## config.mk

```make
export PLATFORM = sky130hd
export DESIGN_NAME = mlse_ctrl
export DESIGN_NICKNAME = d
export VERILOG_FILES = /design/src/mlse_pkg.sv /design/src/mlse_ctrl.sv
export SDC_FILE = /design/constraint.sdc
export NUM_CORES = 1
export LEC_CHECK = 0
export ABC_AREA = 1
export BUFFER_PORTS_ARGS = -buffer_cell sky130_fd_sc_hd__clkbuf_2
export CAP_MARGIN = 20
export CORE_AREA = 2 2 39 41
export CTS_BUF_LIST = sky130_fd_sc_hd__clkbuf_4 sky130_fd_sc_hd__clkbuf_8
export DETAILED_ROUTE_END_ITERATION = 10
export DIE_AREA = 0 0 41 43
export GPL_TIMING_DRIVEN = 1
export PLACE_DENSITY = 0.8
export SLEW_MARGIN = 20
export SYNTH_ARGS = -nofsm -noshare
export SYNTH_HDL_FRONTEND = slang
export SYNTH_SLANG_ARGS = --single-unit
export TNS_END_PERCENT = 50
```

## constraint.sdc

```tcl
create_clock -name clk -period 3 [get_ports clk]
set_input_delay 0.15 -clock clk [delete_from_list [all_inputs] [get_ports clk]]
set_output_delay 0.15 -clock clk [all_outputs]
set_load 0.02 [all_outputs]
```

## src/mlse_pkg.sv

```systemverilog
// Shared constants, codes and types for the multi-list splice engine.
// Used by mlse_ctrl, mlse_dp, the top level and the checker.
package mlse_pkg;

    localparam int MAX_ITEMS = 1024;
    localparam int MAX_LISTS = 128;
    localparam int ITEM_W    = $clog2(MAX_ITEMS + 1);
    localparam int LIST_W    = $clog2(MAX_LISTS + 1);
    localparam int CMD_W     = 3;
    localparam int STAT_W    = 2;
    localparam int CFG_W     = 11;

    // command codes
    localparam logic [CMD_W-1:0] CMD_INIT  = 3'd0;
    localparam logic [CMD_W-1:0] CMD_F2B   = 3'd1;
    localparam logic [CMD_W-1:0] CMD_B2F   = 3'd2;
    localparam logic [CMD_W-1:0] CMD_SPB   = 3'd3;
    localparam logic [CMD_W-1:0] CMD_SPA   = 3'd4;
    localparam logic [CMD_W-1:0] CMD_QLIST = 3'd5;
    localparam logic [CMD_W-1:0] CMD_QNEXT = 3'd6;

    // result status codes
    localparam logic [STAT_W-1:0] ST_OK       = 2'd0;
    localparam logic [STAT_W-1:0] ST_BAD_LIST = 2'd1;
    localparam logic [STAT_W-1:0] ST_EMPTY    = 2'd2;
    localparam logic [STAT_W-1:0] ST_BAD_ITEM = 2'd3;

    // configuration register indexes and reset values
    localparam logic CFG_NUM_BOOKS = 1'b0;
    localparam logic CFG_NUM_LISTS = 1'b1;
    localparam logic [ITEM_W-1:0] BOOKS_RST = ITEM_W'(1024);
    localparam logic [LIST_W-1:0] LISTS_RST = LIST_W'(100);

    typedef struct packed {
        logic [ITEM_W-1:0] head;
        logic [ITEM_W-1:0] tail;
        logic [ITEM_W-1:0] count;
    } row_t;

    // controller to datapath
    typedef struct packed {
        logic              cap_in;
        logic              row_rd_dst;
        logic              lat_src;
        logic              lat_dst;
        logic              lat_link;
        logic              wr1;
        logic              wr2;
        logic              init_start;
        logic              init_step;
        logic              load_out;
        logic [STAT_W-1:0] res_status;
    } ctl_t;

    // datapath to controller
    typedef struct packed {
        logic [CMD_W-1:0] cmd;
        logic             bad_src;
        logic             bad_dst;
        logic             bad_item;
        logic             src_empty;
        logic             same_list;
        logic             init_last;
    } sts_t;

endpackage

```

## src/mlse_ctrl.sv

```systemverilog
// Sequencing state machine of the multi-list splice engine.
// Depends on mlse_pkg; drives mlse_dp through ctl_t, reads sts_t.
module mlse_ctrl (
    input  logic          clk,
    input  logic          rst_n,
    input  logic          cmd_valid,
    output logic          cmd_ready,
    output logic          res_valid,
    input  logic          res_ready,
    input  mlse_pkg::sts_t sts,
    output mlse_pkg::ctl_t ctl
);

    localparam logic [3:0] S_IDLE   = 4'd0;
    localparam logic [3:0] S_DECODE = 4'd1;
    localparam logic [3:0] S_RD_S   = 4'd2;
    localparam logic [3:0] S_RD_D   = 4'd3;
    localparam logic [3:0] S_RD_L   = 4'd4;
    localparam logic [3:0] S_W1     = 4'd5;
    localparam logic [3:0] S_W2     = 4'd6;
    localparam logic [3:0] S_Q5     = 4'd7;
    localparam logic [3:0] S_Q6     = 4'd8;
    localparam logic [3:0] S_INIT   = 4'd9;
    localparam logic [3:0] S_FIN    = 4'd10;

    logic [3:0]                  state_reg, state_next;
    logic [mlse_pkg::STAT_W-1:0] stat_reg, stat_next;
    logic                        res_valid_reg, res_valid_next;

    always_comb
    begin
        state_next = state_reg;
        stat_next  = stat_reg;
        ctl        = '0;
        case (state_reg)
            S_IDLE:
            begin
                if (cmd_valid)
                begin
                    ctl.cap_in = 1'b1;
                    state_next = S_DECODE;
                end
            end
            S_DECODE:
            begin
                stat_next = mlse_pkg::ST_OK;
                case (sts.cmd)
                    mlse_pkg::CMD_INIT:
                    begin
                        ctl.init_start = 1'b1;
                        state_next     = S_INIT;
                    end
                    mlse_pkg::CMD_F2B, mlse_pkg::CMD_B2F,
                    mlse_pkg::CMD_SPB, mlse_pkg::CMD_SPA:
                    begin
                        if (sts.bad_src || sts.bad_dst)
                        begin
                            stat_next  = mlse_pkg::ST_BAD_LIST;
                            state_next = S_FIN;
                        end
                        else
                        begin
                            state_next = S_RD_S;
                        end
                    end
                    mlse_pkg::CMD_QLIST:
                    begin
                        if (sts.bad_src)
                        begin
                            stat_next  = mlse_pkg::ST_BAD_LIST;
                            state_next = S_FIN;
                        end
                        else
                        begin
                            state_next = S_Q5;
                        end
                    end
                    mlse_pkg::CMD_QNEXT:
                    begin
                        if (sts.bad_item)
                        begin
                            stat_next  = mlse_pkg::ST_BAD_ITEM;
                            state_next = S_FIN;
                        end
                        else
                        begin
                            state_next = S_Q6;
                        end
                    end
                    default:
                    begin
                        state_next = S_FIN;
                    end
                endcase
            end
            S_RD_S:
            begin
                ctl.lat_src    = 1'b1;
                ctl.row_rd_dst = 1'b1;
                state_next     = S_RD_D;
            end
            S_RD_D:
            begin
                ctl.lat_dst = 1'b1;
                if (sts.src_empty)
                begin
                    stat_next  = mlse_pkg::ST_EMPTY;
                    state_next = S_FIN;
                end
                else if (sts.cmd == mlse_pkg::CMD_F2B || sts.cmd == mlse_pkg::CMD_B2F)
                begin
                    state_next = S_RD_L;
                end
                else if (sts.same_list)
                begin
                    state_next = S_FIN;
                end
                else
                begin
                    state_next = S_W1;
                end
            end
            S_RD_L:
            begin
                ctl.lat_link = 1'b1;
                state_next   = S_W1;
            end
            S_W1:
            begin
                ctl.wr1    = 1'b1;
                state_next = S_W2;
            end
            S_W2:
            begin
                ctl.wr2    = 1'b1;
                state_next = S_FIN;
            end
            S_Q5:
            begin
                ctl.lat_src = 1'b1;
                state_next  = S_FIN;
            end
            S_Q6:
            begin
                ctl.lat_link = 1'b1;
                state_next   = S_FIN;
            end
            S_INIT:
            begin
                ctl.init_step = 1'b1;
                if (sts.init_last)
                begin
                    state_next = S_FIN;
                end
            end
            S_FIN:
            begin
                if (!res_valid_reg || res_ready)
                begin
                    ctl.load_out = 1'b1;
                    state_next   = S_IDLE;
                end
            end
            default:
            begin
                state_next = S_IDLE;
            end
        endcase
        ctl.res_status = stat_reg;
    end

    always_comb
    begin
        if (ctl.load_out)
        begin
            res_valid_next = 1'b1;
        end
        else if (res_ready)
        begin
            res_valid_next = 1'b0;
        end
        else
        begin
            res_valid_next = res_valid_reg;
        end
    end

    always_ff @(posedge clk or negedge rst_n)
    begin
        if (!rst_n)
        begin
            state_reg     <= S_IDLE;
            stat_reg      <= mlse_pkg::ST_OK;
            res_valid_reg <= 1'b0;
        end
        else
        begin
            state_reg     <= state_next;
            stat_reg      <= stat_next;
            res_valid_reg <= res_valid_next;
        end
    end

    assign cmd_ready = (state_reg == S_IDLE);
    assign res_valid = res_valid_reg;

endmodule

```

# ---- After elaboration in Yosys (flattened, before gate mapping)
# Cells that the tools add are included.
# W data, S select, Z words.
dict set report word_totals {
  register_bits 7
  word_cells 69
  in_bits 13
  out_inout_bits 14
}
dict set report classes {
  n_eq_ne 20
  muxes 32
  reduce_logical 14
}
# cell n
set op_table {}
lappend op_table {{$pmux W4 S9} 1}
lappend op_table {{$mux W4} 8}
lappend op_table {{$mux W1} 17}
lappend op_table {{$eq A4 B3 Y1 const B} 4}
lappend op_table {{$pmux W4 S4} 1}
lappend op_table {{$eq A4 B4 Y1 const B} 3}
lappend op_table {{$eq A3 B3 Y1 const B} 3}
lappend op_table {{$eq A4 B2 Y1 const B} 2}
lappend op_table {{$ne A2 B2 Y1 const B} 4}
lappend op_table {{$eq A3 B2 Y1 const B} 2}
lappend op_table {{$mux W2} 3}
lappend op_table {{$pmux W2 S3} 1}
lappend op_table {{$eq A4 B1 Y1 const B} 1}
lappend op_table {{$logic_not A4 Y1} 1}
lappend op_table {{$pmux W2 S2} 1}
lappend op_table {{$reduce_bool A2 Y1} 2}
lappend op_table {{$reduce_or A2 Y1} 2}
lappend op_table {{$reduce_or A4 Y1} 1}
lappend op_table {{$eq A3 B1 Y1 const B} 1}
lappend op_table {{$logic_not A3 Y1} 1}
lappend op_table {{$logic_or A1 B1 Y1} 3}
lappend op_table {{$reduce_and A3 Y1} 1}
lappend op_table {{$reduce_or A3 Y1} 1}
lappend op_table {{$reduce_and A2 Y1} 1}
lappend op_table {{$logic_not A1 Y1} 1}

# ---- Depth between registers and ports, before layout
# Gate-level depths: netlist of run 1.
dict set report depth {
  word_depth 5
  mapped_depth 11
  depth_no_buf 10
}

# ---- Worst setup path after synthesis of run 1
# OpenSTA, ideal clock, no wires.
dict set report synth_path {
  kind {flip-flop to flip-flop}
  start {register state_reg[1]}
  end {register state_reg[1]}
  path_slack_ps 1729
  required_time_ps 2880
  setup_ps 120
  arrival_ps 1151
  path_stages_with_launch 9
  path_buffers 0
  period_less_slack_ps 1271
  cell_sequence {dfrtp_1 > inv_2 > nand2_2 > nor2_2 > nand2_4 > nand2_1 > a21oi_2 > o21ai_1 > nand2_1}
}
dict set report synth_via {
  elab_chain_cells 3
}
# element line_no
set synth_lines {}
lappend synth_lines {{start, declared} mlse_ctrl.sv:26} ;# logic [3:0] state_reg, state_next;
lappend synth_lines {{start signal, assigned} mlse_ctrl.sv:198} ;# state_reg <= state_next;
lappend synth_lines {{$eq A4 B3 Y1, or another cell as far along} mlse_ctrl.sv:35} ;# case (state_reg)
lappend synth_lines {{$reduce_or A3 Y1 (no line) or $ne A2 B2 Y1 (tied branches)} n/a}
lappend synth_lines {{$pmux W4 S9 or $reduce_and A3 Y1 (tied branches)} n/a}
# Several ways; a longest one is shown, not always the timed one.
# A chain may end at the register's enable or synchronous reset.

==> results of run 1 <==
## stage by stage
step | worst slack [ns] | hold WS (ns) | instance area [um^2] | power [mW] | util
floorplan | 1.73 | -0.146 | 637 | 0.534 | -
global placement | 1.71 | -0.00582 | 774 | 0.651 | 0.560
detailed placement | 1.70 | -0.00959 | 774 | 0.662 | 0.560
CTS | 1.43 | 0.0831 | 815 | 0.762 | 0.589
global route | 1.32 | 0.0903 | 815 | 0.830 | 0.589
finish | 1.44 | 0.0873 | 815 | 0.757 | 0.589
## routing by layer
metal	global-route usage	vias to the layer above	routed length, um
met1	0.241	340	619
met4	0.140	0	44
met2	0.313	13	743
li1	-	398	-
met5	0	-	0
met3	0.0524	6	43
## repair_timing
item	in CTS	in global routing
endpoints found under the hold margin	7	0
setup buffers	0	0
hold buffers	1	0
## cell families (layout without fill, tap and decap cells)
| kind of cell | after synthesis | after routing | share of synthesized area |
|---|---|---|---|
| flip-flops | 7 | 7 | 0.275 |
| buffers and inverters | 22 | 51 | 0.138 |
| AND/OR/NAND/NOR | 66 | 66 | 0.466 |
| AO/OA/AOI/OAI | 13 | 13 | 0.122 |
## power by group
group | internal (mW) | switching (mW) | total (mW)
logic | 0.156 | 0.320 | 0.476
clock network | 0.0599 | 0.0367 | 0.0966
registers | 0.139 | 0.0453 | 0.184
total | 0.355 | 0.402 | 0.757
## how the worst min path moves through the flow
stage	startpoint	end	slack [ns]	cells past startpoint
global route	res_ready	res_valid	0.09	2
floorplan	rst_n	res_valid	-0.15	0
CTS	res_ready	res_valid	0.08	2
detailed placement	rst_n	state_reg[0]	-0.01	1
global placement	rst_n	state_reg[0]	-0.006	1
finish	res_ready	res_valid	0.09	2
## critical path: cells and delay by family, from the launching register on
family | cells | cell delay, ns
buffers and inverters | 2 | 0.25
DFF | 1 | 0.48
and+or+nand+nor | 3 | 0.42
## layout make-up
class                   instances  share of cell area
well taps                      16              0.0246
multi-input cells              79               0.459
inverters                      20              0.0922
clock buffers                   4              0.0369
repair buffers                 27               0.172
flip-flops and latches          7               0.215
## layout by cell type (no fill, tap or decap)
cell type and instances:
dfrtp_1 7, inv_2 2, o21ai_0 4, inv_1 18, nand2_1 33, nor2_2 3, o211ai_1 1, nor2_4 1
clkbuf_2 26, nand3b_1 1, nor2_1 14, or2_2 1, nand2_2 2, o21ai_1 1, clkbuf_4 4, nand3_1 5
nand4_1 2, a31oi_1 2, nor3_1 3, dlygate4sd3_1 1, a21oi_1 2, a21oi_2 1, a22oi_1 1, nand2_4 1
o22ai_1 1
==> impl_metrics.tcl, run 1 <==
set metrics [dict create \
    outcome "finished clean" \
    core.rowCount 14 \
    place_hpwl_um 1250 \
    synth_most_common_cell "nand2_1" \
    htreeDepth 1 \
    r2r-end "state_reg[1]" \
    grt_pass1_vias 631 \
    synth_cell_type_count 24 \
    avgViaCountPerCell 4.95 \
    cp_slowest_cell "dfrtp_1" \
    core_um2 1380 \
    crit_top_cell "nor2_1" \
    numPortBuffers 26 \
    totalWireLength_um 1450 \
    finalSetupViolations 0 \
    place_inst 148 \
    postSynthCellCount 108 \
    worstMarginPinSlew_ns 0.248 \
    track_usage 0.206 \
    grt_pass1_wl_um 2390 \
    clk_pin_slew_ns 0.06 \
    multiInputGateArea_um2 374 \
    fp.dieH_um 43 \
    async_reset_ff_frac 1.00 \
    critical_path.cell_chain "nand2_1, nor2_1, inv_1, nor2_1, clkbuf_2" \
    drtIter0Drc 6 \
    root_buffer "clkbuf_4" \
    num_vias 757 \
    cts_tree "yes" \
    drc_errors 0 \
    grt_overflow 0 \
    synth_seq_cells 7 \
    cp_slowest_stage_delay_ns 0.48 \
    rsz0062_at_grt "no" \
    min_period_ns 1.56 \
    slew_headroom 0.835 \
    drv_slew 0 \
    fin_setup_tns_ns 0 \
    syn_to_final_growth_pct 27.9 \
    antenna_found_initial 0 \
    path_class "flip-flop to output pin" \
    dr.pass1.iters 4 \
    synth.net_count 121 \
    cp-endpoint "ctl[2]" \
    hold_viol_final 0 \
    crit_arrival_ns 1.41 \
    peakVddDrop_mv 0.507 \
    fin_nets 151 \
    place_congestion 0.809 \
    largest_reg_flops 4 \
    ys_seq_area_frac 0.275 \
    fmax_ghz 0.641 \
    worstHoldPathType "input port to flip-flop" \
    reg2reg_slack_ns 1.69 \
    ant_nets 0 \
    critPathCaptureType "output pin" \
    chipWidth_um 41 \
    grt_max_degree 10 \
    synth_edf_count 0 \
    clk_path_buf_depth 2 \
    netlist_top_cells_count "nand2_1, inv_1, nor2_1" \
    r2r_cells 7 \
    syn_area_um2 637 \
    synth.area.top_cells "dfrtp_1, nand2_1, inv_1" \
    dieArea_um2 1760 \
    crit_path_start_kind "flip-flop" \
    period_share 0.520 \
    insertion_delay_ns 0.26 \
    num_antenna_cells 0 \
    yosys.area.top_type_share 0.275 \
    cellPowerDensity_nw_per_um2 929 \
    startpoint "state_reg[1]" \
    cts_buffers 3 \
    routedWlPerCell_um 9.48 \
    post_cts_resized 0 \
    seqCellArea_um2 175 \
    instances_no_fill 153 \
    yosysWarningCount 0 \
    drive_gt1_frac 0.299 \
    start_util 0.460 \
    cap_violations 0 \
    ys.flop_type "dfrtp_1" \
    finClkSkew_ns 0.00882 \
    nFillCells 158 \
    required_ns 2.85 \
    cellLeakagePower_nw 0.489 \
    ios 27 \
    cts.sinks 7 \
    r2r-start "state_reg[1]" \
    cp_max_fo 7 \
    syn_avg_cell_area_um2 5.90 \
    synth_top_cell_by_area "dfrtp_1" \
]
Power figures use the tool's default switching activity.
==> run 2, diff against run 1 <==
- ABC_AREA: 1 -> 0
- CORE_AREA: 2 2 39 41 -> not set
- CORE_UTILIZATION: not set -> 49
- DIE_AREA: 0 0 41 43 -> not set
- PLACE_DENSITY: 0.8 -> 0.81
- clock period: 3 -> 1.55 ns (I/O delays scaled with it)
==> impl_metrics.tcl, run 2 <==
set metrics [dict create \
    synth_cell_type_count 37 \
    ys.flop_type "dfrtp_1" \
    insertion_delay_ns 0.25 \
    fmax_ghz 0.623 \
    mostFrequentLayoutCells "clkbuf_2, nor2_1, buf_4" \
    root_buffer "clkbuf_4" \
    start_util 0.560 \
    routedWlPerCell_um 17.5 \
    place_congestion 0.808 \
    fp.dieH_um 38.8 \
    track_usage 0.310 \
    cts.sinks 7 \
    numPortBuffers 26 \
    cellPowerDensity_nw_per_um2 1920 \
    clk_pin_slew_ns 0.06 \
    yosysWarningCount 0 \
    grt_max_degree 13 \
    hold_viol_final 0 \
    synth.net_count 97 \
    failed_checks "negative setup slack" \
    ios 27 \
    met1_usage 0.381 \
    drv_slew 0 \
    async_reset_ff_frac 1.00 \
    drc_errors 0 \
    cts_tree "yes" \
    placed_cell_area_um2 813 \
    htreeDepth 1 \
    num_antenna_cells 0 \
    synth.area.top_cells "dfrtp_1, nand2b_1, nor2_1" \
    syn_area_um2 664 \
    antenna_found_initial 0 \
    largest_reg_flops 4 \
    drtIter0Drc 38 \
    grt_pass1_wl_um 3170 \
    dp_slack_ns -0.0288 \
    peakVddDrop_mv 1.08 \
    crit_path_start_kind "flip-flop" \
    met2_usage 0.550 \
    place_inst 121 \
    totalWireLength_um 2240 \
    chipWidth_um 38.8 \
    postLayoutCellArea_um2 967 \
    synth_edf_count 0 \
    finalSetupViolations 6 \
    path_class "flip-flop to output pin" \
    worstMarginPinSlew_ns 0.393 \
    ant_nets 0 \
    dr.pass1.iters 4 \
    grt_pass1_vias 675 \
    critPathCaptureType "output pin" \
    synth_seq_cells 7 \
    cap_violations 0 \
    core.rowCount 12 \
    instances_no_fill 128 \
    grt_overflow 0 \
    outcome "complete, but fails checks" \
    cellLeakagePower_nw 0.440 \
    syn_to_final_growth_pct 45.6 \
    num_vias 795 \
    final_common_cell "clkbuf_2" \
    crit_arrival_ns 1.53 \
    syn_avg_cell_area_um2 7.91 \
    clk_path_buf_depth 2 \
    required_ns 1.47 \
    core_um2 1190 \
    cts_buffers 3 \
    synth_top_cell_by_area "dfrtp_1" \
    synth_most_common_cell "nor2_1" \
    avgViaCountPerCell 6.21 \
    fin_nets 128 \
    rsz0062_at_grt "yes" \
    drive_gt1_frac 0.491 \
    netlist_top_cells_count "nor2_1, dfrtp_1, nand2b_1" \
    slew_headroom 0.738 \
    period_share 1.04 \
    fin_ws_ns -0.0564 \
    globalRoute.busiestLayer "met2" \
    place_hpwl_um 1470 \
    ys_seq_area_frac 0.264 \
    finClkSkew_ns 0.00134 \
    postSynthCellCount 84 \
    min_period_ns 1.61 \
    dieArea_um2 1510 \
    use_met3 0.0347 \
    worstHoldPathType "input port to flip-flop" \
    cp_max_fo 12 \
    yosys.area.top_type_share 0.264 \
]
run 2: cell count changes in the layout (fill, tap and decap cells not counted), moves of 3 or more:
| cell | change |
|---|---|
| o21ai_0 | -3 |
| inv_1 | -17 |
| clkbuf_2 | -5 |
| nor2_1 | -5 |
| buf_4 | +9 |
| a21oi_1 | +3 |
| nand3_1 | -5 |
| nor2_2 | -3 |
| nand2_1 | -27 |
| nand2b_1 | +4 |
run 2: worst max-delay path: stages (launching register included):
cell	delay, ns
dfrtp_1	0.40
buf_4	0.20
nand2b_2	0.23
a211oi_2	0.26
buf_4	0.19
run 2: metal layers:
metal  share of wire  wire (um)  vias up
li1                -          -      376
met1            0.38        852      370
met2            0.52       1160       41
met3           0.076        170        8
met4           0.028         63        0
met5               0          0        -
run 2: report_power, final:
group          leakage [nW]  switching [mW]  internal, mW  total [mW]
sequential           0.0865          0.0731         0.267       0.340
clock                0.0184          0.0692         0.116       0.185
combinational         0.335           0.759         0.572        1.33
total                 0.440           0.901         0.956        1.86
run 2: kinds of logic after synthesis:
group / count (synthesis) / synth area share
simple gates: 37 / 0.315
flops: 7 / 0.264
compound gates: 27 / 0.318
buf+inv: 11 / 0.0772
xor+xnor: 2 / 0.0264
run 2: timing repair:
item | in CTS | in global routing
endpoints found under the setup margin | 6 | 10
pin swaps | 3 | 2
resized for setup | 17 | 12
hold endpoints to repair | 7 | 0
hold buffers | 1 | 0
setup buffers | 2 | 0
run 2: area by class of cell:
type / count / area, um^2
clock buffers: 4 / 30.0
fillers: 84 / 219
inverters: 2 / 7.51
multi-input cells: 66 / 512
flip-flops and latches: 7 / 175
well taps: 14 / 17.5
repair buffers: 35 / 225
run 2: final timing paths:
path,startpoint,to,slack (ns),cells past startpoint
max,state_reg[3],ctl[7],-0.06,4
min,sts[0],state_reg[0],0.07,2
max reg2reg,state_reg[3],stat_reg[0],-0.03,4
min reg2reg,stat_reg[0],stat_reg[0],0.57,1
max in group asynchronous,rst_n,state_reg[2],1.18,2
min in group asynchronous,rst_n,state_reg[3],0.20,2
run 2: metrics by stage:
stage	util	TNS (ns)	hold slack (ns)	power (mW)
floorplan	-	0	-0.218	1.05
global placement	0.686	0	-0.0834	1.34
detailed placement	0.686	-0.0288	-0.0772	1.39
CTS	0.785	-0.226	0.0678	1.74
global route	0.815	-0.432	0.0702	1.97
finish	0.815	-0.203	0.0679	1.86
